$ cat config.mk
export PLATFORM = sky130hd
export DESIGN_NAME = rcc_table
export DESIGN_NICKNAME = d
export VERILOG_FILES = /design/src/rtl/core/rcc_pkg.sv /design/src/rtl/core/rcc_table.sv
export SDC_FILE = /design/constraint.sdc
export NUM_CORES = 2
export LEC_CHECK = 0
export BUFFER_PORTS_ARGS = -buffer_cell sky130_fd_sc_hd__buf_2
export CAP_MARGIN = 10
export CORE_MARGIN = 1.5
export CORE_UTILIZATION = 65
export DETAILED_ROUTE_END_ITERATION = 10
export PLACE_DENSITY = 0.82
export SLEW_MARGIN = 20
export SYNTH_ARGS = -nofsm -noshare
export SYNTH_HDL_FRONTEND = slang
export SYNTH_SLANG_ARGS = --single-unit
$ cat constraint.sdc
create_clock -name i_clk -period 11.9 [get_ports i_clk]
set_clock_uncertainty 0.1 [all_clocks]
set_input_delay 2.975 -clock i_clk [delete_from_list [all_inputs] [get_ports i_clk]]
set_output_delay 2.975 -clock i_clk [all_outputs]
set_load 0.01 [all_outputs]
$ cat src/rtl/core/rcc_pkg.sv
// rcc_pkg: shared types, codes and helpers for the refcounted cache core
// used by rcc_table, rcc_alu, the top level and its checker
`timescale 1ns / 1ps
`default_nettype none

package rcc_pkg;

    // command codes
    localparam logic [2:0] CMD_GET    = 3'd0;
    localparam logic [2:0] CMD_LOOKUP = 3'd1;
    localparam logic [2:0] CMD_REL    = 3'd2;
    localparam logic [2:0] CMD_QUERY  = 3'd3;
    localparam logic [2:0] CMD_DEL    = 3'd4;
    localparam logic [2:0] CMD_POLL   = 3'd5;
    localparam logic [2:0] CMD_DALL   = 3'd6;

    // status codes
    localparam logic [2:0] ST_OK       = 3'd0;
    localparam logic [2:0] ST_INSERTED = 3'd1;
    localparam logic [2:0] ST_NOTFOUND = 3'd2;
    localparam logic [2:0] ST_FULL     = 3'd3;
    localparam logic [2:0] ST_LOADFAIL = 3'd4;

    // configuration register indexes
    localparam logic CFG_TIMEOUT  = 1'b0;
    localparam logic CFG_CAPACITY = 1'b1;

    // freed results per poll or delete-all
    localparam int unsigned RESULT_LIMIT = 32;
    localparam int unsigned NRES_W       = $clog2(RESULT_LIMIT + 1);

    typedef struct packed {
        logic [31:0]        id;
        logic [31:0]        handle;
        logic signed [15:0] refs;
        logic [31:0]        stamp;
    } t_entry;

    typedef struct packed {
        logic [2:0]         status;
        logic [31:0]        handle;
        logic signed [15:0] refs;
        logic               freed;
        logic               last;
    } t_result;

    typedef struct packed {
        logic               id_eq;
        logic signed [15:0] ref_inc;
        logic signed [15:0] ref_dec;
        logic               evict;
    } t_alu_out;

    function automatic t_result make_res(input logic [2:0] status,
                                         input logic [31:0] handle,
                                         input logic signed [15:0] refs,
                                         input logic freed,
                                         input logic last);
        t_result r;
        r.status = status;
        r.handle = handle;
        r.refs   = refs;
        r.freed  = freed;
        r.last   = last;
        return r;
    endfunction

endpackage

`default_nettype wire

$ cat src/rtl/core/rcc_table.sv
// rcc_table: entry storage, one write port and one registered read port
// depends on rcc_pkg for the entry type
`timescale 1ns / 1ps
`default_nettype none

module rcc_table #(
    parameter int unsigned CAPACITY = 32,
    parameter int unsigned AW = (CAPACITY > 1) ? $clog2(CAPACITY) : 1
) (
    input  wire logic            i_clk,
    input  wire logic [AW-1:0]   i_rd_addr,
    output rcc_pkg::t_entry      o_rd_data,
    input  wire logic            i_wr_en,
    input  wire logic [AW-1:0]   i_wr_addr,
    input  wire rcc_pkg::t_entry i_wr_data
);
    import rcc_pkg::*;

    t_entry r_mem [CAPACITY];
    t_entry r_rd_data;

    // write port
    always_ff @(posedge i_clk) begin
        if (i_wr_en) begin
            r_mem[i_wr_addr] <= i_wr_data;
        end
    end

    // registered read port
    always_ff @(posedge i_clk) begin
        r_rd_data <= r_mem[i_rd_addr];
    end

    assign o_rd_data = r_rd_data;

endmodule

`default_nettype wire

Yosys cells after proc, flatten, opt, wreduce, memory -nomap -nowiden
Memories as Yosys holds them, arrays and structs flattened. A register that Yosys moved wholly into a read port is not among the register bits.
Cells that the tools add are included.
{"block": "totals", "ff_bits": 0, "ram_bits": 3584, "input_bits": 124, "output_inout_bits": 112, "wordCells": 3, "mem_count": 1}
{"block": "op_classes", "mux": 2}
{"name": "r_mem", "depth": 32, "word_bits": 112, "rd": 1, "rd_ports_with_merged_regs": 1, "wr": 1, "line": "rcc_table.sv:19", "rtl": "t_entry r_mem [CAPACITY];"}
{"op": "1-bit 2-to-1 mux", "n": 2}

Longest topological paths before layout
{"block": "logic_depth", "word_depth": 2, "mapped_depth": 9, "ltp_nobuf": 4}

Worst setup path after synthesis
No wires, ideal clock.
{"block": "synth_timing", "path_type": "input to register", "start": "input port i_wr_addr[1]", "end": "memory r_mem[12][0] in the netlist's numbering (enable)", "setup_ps": 584, "arrival_ps": 8295, "t_required_ps": 11216, "path_slack_ps": 2921, "stages": 3, "path_buffers": 1, "path_cell_list": "or3b_2 > clkbuf_1 > nor2_1"}
{"item": "from (decl)", "line": "rcc_table.sv:14", "rtl": "input wire logic [AW-1:0] i_wr_addr,"}
{"item": "to (decl)", "line": "rcc_table.sv:19"}
No word-level cell before the write port.

==> reports/metrics.cfg <==
[global_routing]
grt_pass1_vias = 74100
use_met1_pct = 44.0
grt_pass1_wl_mm = 516
gr-total-overflow = 0
grtUsageMet2_pct = 54.0
antenna_found_initial = 41
gr-max-usage-layer = met2
grt_max_degree = 150
grt_use_met3_pct = 6.89
grt_use_total_pct = 33.6

[place]
place.gp.congestion = 0.780
io_buffers = 235
placed_area_sq_um = 143000
hpwl_mm = 167

[layout]
seq_area_sq_um = 110000
area_growth_pct = 11.7
multiInputGateArea_sq_um = 26900
final_area_sq_um = 154000
drive_above_1_share_pct = 19.6
nFillCells = 10900
fin_nets = 7008

[synthesis]
yosys.area_share.xor_xnor_pct = 0
synth-edff-count = 3584
synth_cells = 6524
synth_area_leader_cell = edfxtp_1
synth_nets = 6648
synth_top_family_by_area = multiplexers
synth_top_cell_area_share_pct = 77.9
synth.avg_cell_area_sq_um = 21.2
ys_seq_elements = 3696
synth_compound_area_share_pct = 3.97
synth-seq-area-share_pct = 79.5
yosys_warnings = 0
synth_fa_ha_area_share_pct = 0
synth-simple-area-share_pct = 1.40
synthTopCellsByArea = edfxtp_1, mux4_2, mux2i_1, a22oi_1, dfxtp_1
syn_area_sq_um = 138000
synthFlopType = edfxtp_1
async_reset_ff_share_pct = 0
synth.area.mux_share_pct = 13.8
synth_cell_type_count = 31

[job]
cap_violations = 0

[die]
die_w_um = 464
num_rows = 169
io_pins = 236
dieHeight_um = 464
die-area_sq_um = 215000
initial_core_util_pct = 65.3
design.core.area_sq_um = 212000

[timing]
slew_violations = 0
setup_violations = 0
period_needed_ns = 6.33
finalCritPeriodShare_pct = 53.2
tightest_slew_ns = 1.40
finalSetupTns_ns = 0
hold_viol_final = 0
slew_headroom_pct = 6.85
max_clock_freq_ghz = 0.158
rsz0062_at_grt = no

[clocking]
clock_latency_ns = 0.99
hold_buffers = 0
cts_setup_buffers = 0
clk_path_buf_depth = 4
path_clk_slew_ns = 0.06
cts_made_buffers = 355
tritoncts = done
cts-root-buf = clkbuf_16
htree_levels = 5
cts_resized = 0
clkSinkCount = 3696

[route]
ant_nets = 0
wl_per_cell_um = 36.2
first_pass_iters = 6
num_vias = 73000
drt-total-wl_mm = 362
drt_iter0_markers = 11800
viasPerCell = 7.29
drc = 0

[power_and_ir_drop]
power_density_nw_per_um2 = 175
clockPowerShare_pct = 41.6
power.switching_uw = 5670
finalPower_uw = 27100
switching_share_pct = 21.0
vdd_drop_max_mv = 0.201
seqPwrFrac_pct = 53.9
p_int_uw = 21400
leakage_uw = 0.0508
comb_power_share_pct = 4.6

[setup_path]
path_cells = buf_8 -> buf_12 -> nor2b_4 -> buf_4 -> buf_4 -> a22oi_1 -> a31oi_1 -> nand3_1
critPathMaxFanout = 83
critPathMostFrequentCell = buf_4
cp_slowest_cell = nor2b_4
criticalPathCategory = in2reg
endpoint_kind = flop
arrival_ns = 7.05
max_stage_delay_ns = 0.86
critPathRequiredTime_ns = 12.62
crit_path_start_kind = primary input

[outcome]
outcome = finished, final reports clean

[worst_hold_path]
hold_class = reg2reg

-- state kept, by name (all words and copies together), names as in the netlist --
name and cells:
o_rd_data 112, r_mem 3584
-- worst max-delay path, delay by kind of cell --
kind	cells	cell delay [ns]
AO/OA/AOI/OAI	2	0.52
buffers and inverters	4	2.24
AND/OR/NAND/NOR	2	1.01
-- power groups by stage --
stage | Combinational (uW) | Sequential, uW | Clock [uW]
6_report | 1240 | 14600 | 11200
5_1_grt | 1290 | 14600 | 11700
4_1_cts | 1220 | 14600 | 11300
3_5_place_dp | 1190 | 14800 | 0
3_3_place_gp | 1160 | 14800 | 0
2_1_floorplan | 670 | 14800 | 0
-- metal layers --
metal | wire [um] | vias to the layer above
met3 | 44200 | 1181
met1 | 122000 | 37200
li1 | - | 28100
met2 | 176000 | 6525
met5 | 106 | -
met4 | 19800 | 18
-- synthesized netlist by cell type (37+ instances only) --
cell,n
clkbuf_1,146
a22oi_1,594
mux2i_1,896
a22o_1,62
nand3_1,226
edfxtp_1,3584
a31oi_1,62
nor2_1,46
mux4_2,448
buf_2,136
nand4_1,50
dfxtp_1,112
buf_4,37
-- cell type report --
class / count / area share (%)
Antenna cell: 31 / 0.0503
Sequential cell: 3696 / 71.2
Timing Repair Buffer: 375 / 1.64
Multi-Input combinational cell: 2455 / 17.4
Clock inverter: 176 / 1.22
Clock buffer: 462 / 6.21
Tap cell: 2821 / 2.29
Inverter: 1 / 0.00243
-- cell families (layout without fill, tap and decap cells) --
| kind of cell | after synthesis | after routing |
|---|---|---|
| DFF | 3696 | 3696 |
| muxes | 1344 | 1344 |
| other | 0 | 31 |
| and+or+nand+nor | 377 | 377 |
| buffers and inverters | 373 | 1014 |
| AOI/OAI and AO/OA | 734 | 734 |
-- layout by cell type (no fill, tap or decap), types with 78 or more instances in the layout --
master	Yosys	routed
edfxtp_1	3584	3584
mux2i_1	896	896
a22oi_1	594	594
mux4_2	448	448
clkbuf_16	0	356
buf_2	136	231
nand3_1	226	226
buf_4	37	119
dfxtp_1	112	112
clkbuf_1	146	78
-- through the flow --
stage	setup WS [ns]	util, %	std cells	hold WS [ns]
after floorplan	2.92	-	6524	0.449
after global placement	4.93	67.4	9346	0.532
after detailed placement	4.84	67.5	9348	0.559
after CTS	5.67	72.9	9986	0.575
after global routing	5.48	72.9	10000	0.615
final	5.57	72.9	10000	0.576
-- worst paths after layout --
path,startpoint,end,slack [ns],depth (start not counted)
worst max-delay path,i_rd_addr[0],o_rd_data[56]$_DFF_P_,5.57,8
worst min-delay path,r_mem[5][82]$_DFFE_PP_,o_rd_data[82]$_DFF_P_,0.58,4
worst max register to register,r_mem[11][97]$_DFFE_PP_,o_rd_data[97]$_DFF_P_,10.11,4
worst min register to register,r_mem[5][82]$_DFFE_PP_,o_rd_data[82]$_DFF_P_,0.58,4
Note: power is estimated with default switching activity, not from simulation.
