## src/rtl/core/rcc_pkg.sv

```systemverilog
// rcc_pkg: shared types, codes and helpers for the refcounted cache core
// used by rcc_table, rcc_alu, the top level and its checker
`timescale 1ns / 1ps
`default_nettype none

package rcc_pkg;

    // command codes
    localparam logic [2:0] CMD_GET    = 3'd0;
    localparam logic [2:0] CMD_LOOKUP = 3'd1;
    localparam logic [2:0] CMD_REL    = 3'd2;
    localparam logic [2:0] CMD_QUERY  = 3'd3;
    localparam logic [2:0] CMD_DEL    = 3'd4;
    localparam logic [2:0] CMD_POLL   = 3'd5;
    localparam logic [2:0] CMD_DALL   = 3'd6;

    // status codes
    localparam logic [2:0] ST_OK       = 3'd0;
    localparam logic [2:0] ST_INSERTED = 3'd1;
    localparam logic [2:0] ST_NOTFOUND = 3'd2;
    localparam logic [2:0] ST_FULL     = 3'd3;
    localparam logic [2:0] ST_LOADFAIL = 3'd4;

    // configuration register indexes
    localparam logic CFG_TIMEOUT  = 1'b0;
    localparam logic CFG_CAPACITY = 1'b1;

    // freed results per poll or delete-all
    localparam int unsigned RESULT_LIMIT = 32;
    localparam int unsigned NRES_W       = $clog2(RESULT_LIMIT + 1);

    typedef struct packed {
        logic [31:0]        id;
        logic [31:0]        handle;
        logic signed [15:0] refs;
        logic [31:0]        stamp;
    } t_entry;

    typedef struct packed {
        logic [2:0]         status;
        logic [31:0]        handle;
        logic signed [15:0] refs;
        logic               freed;
        logic               last;
    } t_result;

    typedef struct packed {
        logic               id_eq;
        logic signed [15:0] ref_inc;
        logic signed [15:0] ref_dec;
        logic               evict;
    } t_alu_out;

    function automatic t_result make_res(input logic [2:0] status,
                                         input logic [31:0] handle,
                                         input logic signed [15:0] refs,
                                         input logic freed,
                                         input logic last);
        t_result r;
        r.status = status;
        r.handle = handle;
        r.refs   = refs;
        r.freed  = freed;
        r.last   = last;
        return r;
    endfunction

endpackage

`default_nettype wire

```

## src/rtl/core/rcc_alu.sv

```systemverilog
// rcc_alu: shared compare and count unit applied to the entry just read
// depends on rcc_pkg for entry and result types
`timescale 1ns / 1ps
`default_nettype none

module rcc_alu (
    input  wire rcc_pkg::t_entry i_ent,
    input  wire logic [31:0]     i_id,
    input  wire logic [31:0]     i_now,
    input  wire logic [31:0]     i_timeout,
    output rcc_pkg::t_alu_out    o_res
);
    import rcc_pkg::*;

    logic [31:0] idle;

    // idle time, wrapping
    assign idle = i_now - i_ent.stamp;

    always_comb begin
        o_res.id_eq   = (i_ent.id == i_id);
        o_res.ref_inc = (i_ent.refs == 16'sh7fff) ? i_ent.refs : i_ent.refs + 16'sd1;
        o_res.ref_dec = (i_ent.refs == -16'sh8000) ? i_ent.refs : i_ent.refs - 16'sd1;
        o_res.evict   = (i_ent.id != 32'd0) && (i_ent.refs <= 16'sd0)
                        && (idle > i_timeout);
    end

endmodule

`default_nettype wire

```

## config.mk

```make
export PLATFORM = sky130hd
export DESIGN_NAME = rcc_alu
export DESIGN_NICKNAME = d
export VERILOG_FILES = /design/src/rtl/core/rcc_pkg.sv /design/src/rtl/core/rcc_alu.sv
export SDC_FILE = /design/constraint.sdc
export NUM_CORES = 1
export LEC_CHECK = 0
export BUFFER_PORTS_ARGS = -buffer_cell sky130_fd_sc_hd__buf_2
export CAP_MARGIN = 10
export CORE_ASPECT_RATIO = 0.6
export CORE_MARGIN = 2
export CORE_UTILIZATION = 45
export DETAILED_ROUTE_END_ITERATION = 10
export PLACE_DENSITY_LB_ADDON = 0.12
export SLEW_MARGIN = 10
export SYNTH_ARGS = -nofsm -noshare
export SYNTH_HDL_FRONTEND = slang
export SYNTH_SLANG_ARGS = --single-unit
```

## constraint.sdc

```tcl
create_clock -name vclk -period 4.23
set_input_delay 0.423 -clock vclk [all_inputs]
set_output_delay 0.423 -clock vclk [all_outputs]
set_load 0.05 [all_outputs]
```

---- After elaboration in Yosys (flattened, before gate mapping) ----
Cells that the tools add are included.
word-level totals
  output and inout bits ................... 34
  register bits ........................... 0
  logic and storage cells ................. 13
operators by class
  reduce and logical (&&, ||, !) cells .... 3
  eq/ne operators ......................... 3
  mux-type cells .......................... 2
  $lt $le $gt $ge ......................... 2
  add/sub/neg operators ................... 3
operator list
  operator                                              number
  == test 16 bit, second input constant                 2
  == test 32 bit                                        1
  greater-than comparator 32 bit                        1
  2-to-1 mux 16 bit                                     2
  nonzero test 32 bit                                   1
  subtractor 32 bit                                     1
  adder 16 x 2 -> 16 bit, second input constant         1
  <= comparator 16 x 1 -> 1 bit, second input constant  1
  subtractor 16 x 2 -> 16 bit, second input constant    1
  logical AND 1 bit                                     2

---- Depth between registers and ports, before layout ----
Gate-level depths: netlist of the first run.
  depth after elaboration ................. 3
  gate-level depth with buffers ........... 18
  gate-level depth less buffers ........... 18

---- Least setup slack after synthesis of the first run ----
No wires, ideal clock.
  kind .................................... input to output
  from .................................... in i_now[0]
  to ...................................... out o_res[0] (netlist bit)
  buffers on the path ..................... 0
  stages .................................. 18
  setup slack ............................. -0.335 ns
  arrival ................................. 4.142 ns
  data required time ...................... 3.807 ns
  path through ............................ inv_1 ha_1 inv_1 fa_1 a21o_1 a31o_1 or2_1 a211oi_2 o41ai_2 a221oi_2 xnor2_1 ha_1 nand4_1 nor3_1 o221ai_1 a21oi_1 nor4_1 a21oi_1
RTL lines
  what         line           text
  from (decl)  rcc_alu.sv:9   input wire logic [31:0] i_now,
  to (decl)    rcc_alu.sv:11  output rcc_pkg::t_alu_out o_res

==> flow_summary_export.csv, run 1 <==
group,metric,value,unit
run_status,outcome,"complete, but fails checks",
run_status,violations,"negative setup slack",
yosys,syn-mean-instance-area,6.778,um^2
cts,ctsHoldBuffers,0,
final_layout,final_cells,891,
setup_path,startpoint_type,"primary input",
place,placed_cell_area,5121,um^2
hold_path,hp-class,"primary input to primary output",
final_layout,fin_area,5241,um^2
setup_path,path_cells,"buf_6 > inv_4 > ha_4 > inv_2 > fa_2 > a21o_1 > a31o_1 > or2_4 > a211oi_4 > o41ai_4 > a221oi_2 > xnor2_1 > ha_1 > nand4_1 > nor3_4 > o221ai_2 > a21oi_2 > nor4_2 > a21oi_2 > buf_6",
route,drc,0,
global_route,grt_pass1_wl,19950,um
global_route,overflow,0,
place,dp_hpwl,11630,um
timing,tightest_slew,621.0,ps
timing,min_period,4446,ps
setup_path,crit_fanout,3,
floorplan,die_x,121.9,um
setup_path,crit_type,"primary input to primary output",
final_layout,design.seq.count,0,
place,gp_congestion,0.9155,
floorplan,dieArea,9115,um^2
power_and_ir_drop,p_int,0.3518,mW
route,routed_wl,13210,um
final_layout,n_fill_cell,729,
hold_path,hold_depth,3,
power_and_ir_drop,pwr-share-seq,0,
timing,fmaxAchievable,0.2249,GHz
power_and_ir_drop,leakage,2.833,nW
global_route,grt_pass1_vias,4481,
setup_path,required,3810,ps
yosys,synthAdderAreaFrac,0.2253,
final_layout,mostFrequentLayoutCells,"buf_2, inv_1, ha_1",
floorplan,io-pin-count,242,
yosys,synth_area,3755,um^2
job,max-cap-violations,0,
place,io_buffers,210,
final_layout,final_util,0.6571,
power_and_ir_drop,power.density,156.9,nW/um^2
place,place_ws,-427.7,ps
hold_path,hp-start,"i_ent[40]",
yosys,synth_xor_area_frac,0.1936,
power_and_ir_drop,clockPowerShare,0,
route,num_vias,4902,
timing,min_period_over_period,1.051,
yosys,synth-simple-area-share,0.2439,
global_route,antenna_found_initial,0,
setup_path,path_buf_inv,4,
setup_path,worstPathArrival,4020,ps
timing,rsz0062_at_grt,"true",
floorplan,rows,25,
timing,timing.slew.headroom,0.5753,
final_layout,layout-drive-gt1-share,0.3474,
final_layout,clock_buffers,0,
route,ant_nets,0,
floorplan,fp.dieH,74.76,um
route,viasPerCell,5.502,
final_layout,area_growth,39.59,%
timing,slew_violations,0,
route,drt_iter0_markers,212,
power_and_ir_drop,power.total,0.8225,mW
setup_path,cpLargestDelayFamily,"compound AO/OA/AOI/OAI gates",
yosys,yosysSeqAreaShare,0,
final_layout,seqCellArea,0,um^2
setup_path,crit_slowest_cell,"fa_2",
hold_path,min_to,"o_res[25]",
power_and_ir_drop,p_switching,0.4707,mW
place,dp_cells,889,
yosys,ys_types,55,
power_and_ir_drop,ir_drop,0.07214,mV
global_route,grt_max_degree,10,
timing,setup_violations,1,
floorplan,core,7976,um^2
final_layout,antenna_cells,0,
route,firstDrtPassIters,4,
yosys,synth_nets,829,
setup_path,worst_path_largest_cell_delay,360,ps
setup_path,endpoint_kind,"primary output",
yosys,synth_top_family_by_area,"simple AND/OR/NAND/NOR gates",
route,routedWlPerCell,14.83,um
timing,hold_viol_final,0,
power_and_ir_drop,combinationalPowerShare,1.000,
final_layout,finalNetCount,1060,
final_layout,layout_commonest_cell,"buf_2",
power_and_ir_drop,sw_frac_of_total,0.5723,
global_route,grt_util_all_layers,0.2653,
floorplan,start_util,0.4707,
yosys,synth_mux_area_frac,0.008331,
timing,setup_ws,-216.4,ps
yosys,synth_cells,554,
yosys,synth_warnings,0,
yosys,synth_compound_area_frac,0.2406,
[final cells by class]
cell class | instances | area, um^2 | share of cell area
timing repair buffer | 244 | 1319 | 0.2516
tap | 108 | 135.1 | 0.02578
inverter | 70 | 265.3 | 0.05061
multi-input combinational | 469 | 3522 | 0.6720
[worst min-delay path: cells and delay by family]
kind / cells / cell delay, ps
buf+inv: 2 / 340
compound gates: 1 / 70
[worst max-delay path by stage]
stage	from	endpoint	slack, ps	cells after the start
after detailed placement	i_now[0]	o_res[0]	-430	19
after CTS	i_now[0]	o_res[0]	-250	19
final	i_now[0]	o_res[0]	-220	20
after global placement	i_now[0]	o_res[0]	-290	19
after global routing	i_now[0]	o_res[0]	-410	20
after floorplan	i_now[0]	o_res[0]	0.7	18
[stage by stage]
stage                     TNS [ps]  hold WS (ps)
after floorplan                  0          1118
after global placement      -293.2          1252
after detailed placement    -427.7          1259
after CTS                   -248.0          1260
after global routing        -406.1          1272
final                       -216.4          1258
[power groups by stage]
stage,Clock [mW],Combinational [mW],Sequential [mW]
4_1_cts,0,0.797,0
3_3_place_gp,0,0.753,0
6_report,0,0.822,0
3_5_place_dp,0,0.780,0
5_1_grt,0,0.901,0
2_1_floorplan,0,0.510,0
[layer usage]
layer / vias to the layer above / share of wire / track usage
met5: - / 0 / 0
met4: 0 / 0.017 / 0.05236
met3: 24 / 0.074 / 0.02348
met2: 201 / 0.48 / 0.4960
met1: 2236 / 0.43 / 0.3398
li1: 2441 / - / -
[cells in the mapped netlist, types with 6 or more instances]
| cell type | number | area, um^2 |
|---|---|---|
| inv_1 | 70 | 262.8 |
| nand4_1 | 23 | 143.9 |
| a21oi_1 | 53 | 265.3 |
| nor3_1 | 15 | 75.07 |
| nand2_1 | 34 | 127.6 |
| ha_1 | 66 | 825.8 |
| nor4_1 | 19 | 118.9 |
| nand2b_1 | 6 | 37.54 |
| buf_2 | 10 | 50.05 |
| o21ai_0 | 24 | 120.1 |
| nand3_1 | 16 | 80.08 |
| nor2_1 | 36 | 135.1 |
| a21o_1 | 17 | 127.6 |
| xor2_1 | 52 | 455.4 |
| nor2b_1 | 6 | 37.54 |
| xnor2_1 | 31 | 271.5 |
[cell families (layout without fill, tap and decap cells)]
group	after synthesis	after routing
adder cells (fa/ha/maj)	67	67
XOR/XNOR	83	83
buffers and inverters	85	314
AO/OA/AOI/OAI	139	139
AND/OR/NAND/NOR	177	177
multiplexers	3	3
[what timing repair did]
item,in CTS,in global routing
pin swaps,16,9
buffers inserted,1,1
gates cloned,0,0
setup endpoints to repair,1,1
resized for setup,14,9
No activity file was read; power rests on OpenSTA's default activity.
==> inputs of run 2 (changes only) <==
REMOVE_ABC_BUFFERS = 1   (was unset)
==> run 2 against run 1 <==
Compared with the run above:
- sequential share of layout area is the same
- clock-buffer cell count is the same
- worst hold slack improved by 7.3 ps
- utilization increased by 0.72 points
- final cell count is 0.90% higher
- power up 0.41%
- fmax is 0.85% higher
- the run still ends with negative setup slack left
- highest routed layer unchanged
- non-clock buffer count is 8 higher
- first-iteration DRC count up 40%
==> flow_summary_export.csv, run 2 (same netlist as run 1, synthesis figures left out) <==
group,metric,value,unit
power_and_ir_drop,p_switching,0.4640,mW
global_route,grt_util_all_layers,0.2660,
global_route,grt_max_degree,10,
timing,tightest_slew,565.4,ps
setup_path,worst_path_largest_cell_delay,370,ps
floorplan,dieArea,9115,um^2
floorplan,rows,25,
route,ant_nets,0,
setup_path,worstPathArrival,3990,ps
power_and_ir_drop,clockPowerShare,0,
floorplan,core,7976,um^2
power_and_ir_drop,power.total,0.8258,mW
hold_path,hp-class,"primary input to primary output",
route,viasPerCell,5.310,
power_and_ir_drop,leakage,2.856,nW
route,routed_wl,12800,um
timing,hold_viol_final,0,
final_layout,clock_buffers,0,
setup_path,cpLargestDelayFamily,"compound AO/OA/AOI/OAI gates",
power_and_ir_drop,combinationalPowerShare,1.000,
floorplan,io-pin-count,242,
final_layout,final_cells,899,
place,gp_congestion,0.8878,
job,max-cap-violations,0,
setup_path,crit_slowest_cell,"or3_4",
route,drt_iter0_markers,297,
global_route,grt_pass1_vias,4356,
power_and_ir_drop,p_int,0.3618,mW
timing,rsz0062_at_grt,"true",
setup_path,required,3810,ps
global_route,overflow,0,
final_layout,layout_commonest_cell,"buf_2",
route,firstDrtPassIters,5,
timing,min_period,4409,ps
setup_path,crit_type,"primary input to primary output",
place,dp_cells,893,
power_and_ir_drop,power.density,155.8,nW/um^2
setup_path,crit_fanout,2,
timing,min_period_over_period,1.042,
final_layout,n_fill_cell,767,
setup_path,endpoint_kind,"primary output",
timing,setup_violations,1,
place,io_buffers,210,
final_layout,multi_input_area,3520,um^2
setup_path,path_cells,"buf_6 > inv_4 > ha_4 > inv_2 > fa_2 > a21o_1 > a31o_1 > or2_1 > a211oi_2 > o41ai_2 > a221oi_2 > xnor2_1 > ha_1 > nand4_1 > nor3_2 > buf_4 > nand2_2 > nor3_2 > or3_4 > a21oi_2 > buf_6",
place,dp_hpwl,11270,um
setup_path,setup.worst_path.start,"i_now[0]",
power_and_ir_drop,ir_drop,0.1934,mV
hold_path,hp-start,"i_ent[46]",
final_layout,finalNetCount,1068,
setup_path,startpoint_type,"primary input",
final_layout,area_growth,41.12,%
final_layout,design.seq.count,0,
timing,setup_ws,-178.9,ps
floorplan,start_util,0.4707,
power_and_ir_drop,pwr-share-seq,0,
route,num_vias,4774,
setup_path,path_buf_inv,5,
timing,fmaxAchievable,0.2268,GHz
floorplan,die_x,121.9,um
final_layout,seqCellArea,0,um^2
run_status,outcome,"complete, but fails checks",
route,drc,0,
timing,slew_violations,0,
global_route,antenna_found_initial,1,
power_and_ir_drop,sw_frac_of_total,0.5619,
final_layout,layout-drive-gt1-share,0.3578,
timing,whs,1265,ps
final_layout,antenna_cells,0,
timing,timing.slew.headroom,0.6202,
floorplan,fp.dieH,74.76,um
global_route,grt_pass1_wl,19930,um
route,routedWlPerCell,14.23,um
run_status,violations,"negative setup slack",
final_layout,mostFrequentLayoutCells,"buf_2, inv_1, ha_1",
## run 2: through the flow
| step | TNS, ps | area [um^2] | util | setup WS, ps |
|---|---|---|---|---|
| after floorplan | -335.0 | 3686 | - | -335.0 |
| after global placement | -252.8 | 5142 | 0.6447 | -252.8 |
| after detailed placement | -376.5 | 5142 | 0.6447 | -376.5 |
| after CTS | -195.5 | 5231 | 0.6558 | -195.5 |
| after global routing | -343.2 | 5299 | 0.6643 | -343.2 |
| final | -178.9 | 5299 | 0.6643 | -178.9 |
## run 2: final cells by class
class	instances	share of cell area
Timing Repair Buffer	252	0.2602
Tap cell	108	0.02550
Inverter	70	0.05006
Multi-Input combinational cell	469	0.6642
## run 2: tightest hold or removal path, cell delays in order
cell and delay (ps):
buf_2 140, xor2_1 70, buf_2 210
## run 2: path summary, 6_finish.rpt
check	endpoint	slack, ps	cells after the start
worst max-delay path	o_res[0]	-180	21
worst min-delay path	o_res[15]	1270	3
## run 2: power groups by stage
stage,sequential (mW),clock (mW),combinational [mW]
3_5_place_dp,0,0,0.774
3_3_place_gp,0,0,0.757
2_1_floorplan,0,0,0.497
5_1_grt,0,0,0.909
4_1_cts,0,0,0.795
6_report,0,0,0.826
## run 2: layer usage
metal  up-vias  global-route usage  routed length (um)
met5         -                   0                   0
met3        12             0.03030                1149
li1       2443                   -                   -
met2       229              0.4525                5701
met1      2090              0.3791                5854
met4         0             0.02427                  90
## run 2: repair_timing
item	CTS	global route
pin swaps	17	20
resized for setup	15	10
hold endpoints to repair	0	0
buffers inserted	4	2
hold buffers	0	0
setup endpoints to repair	1	1
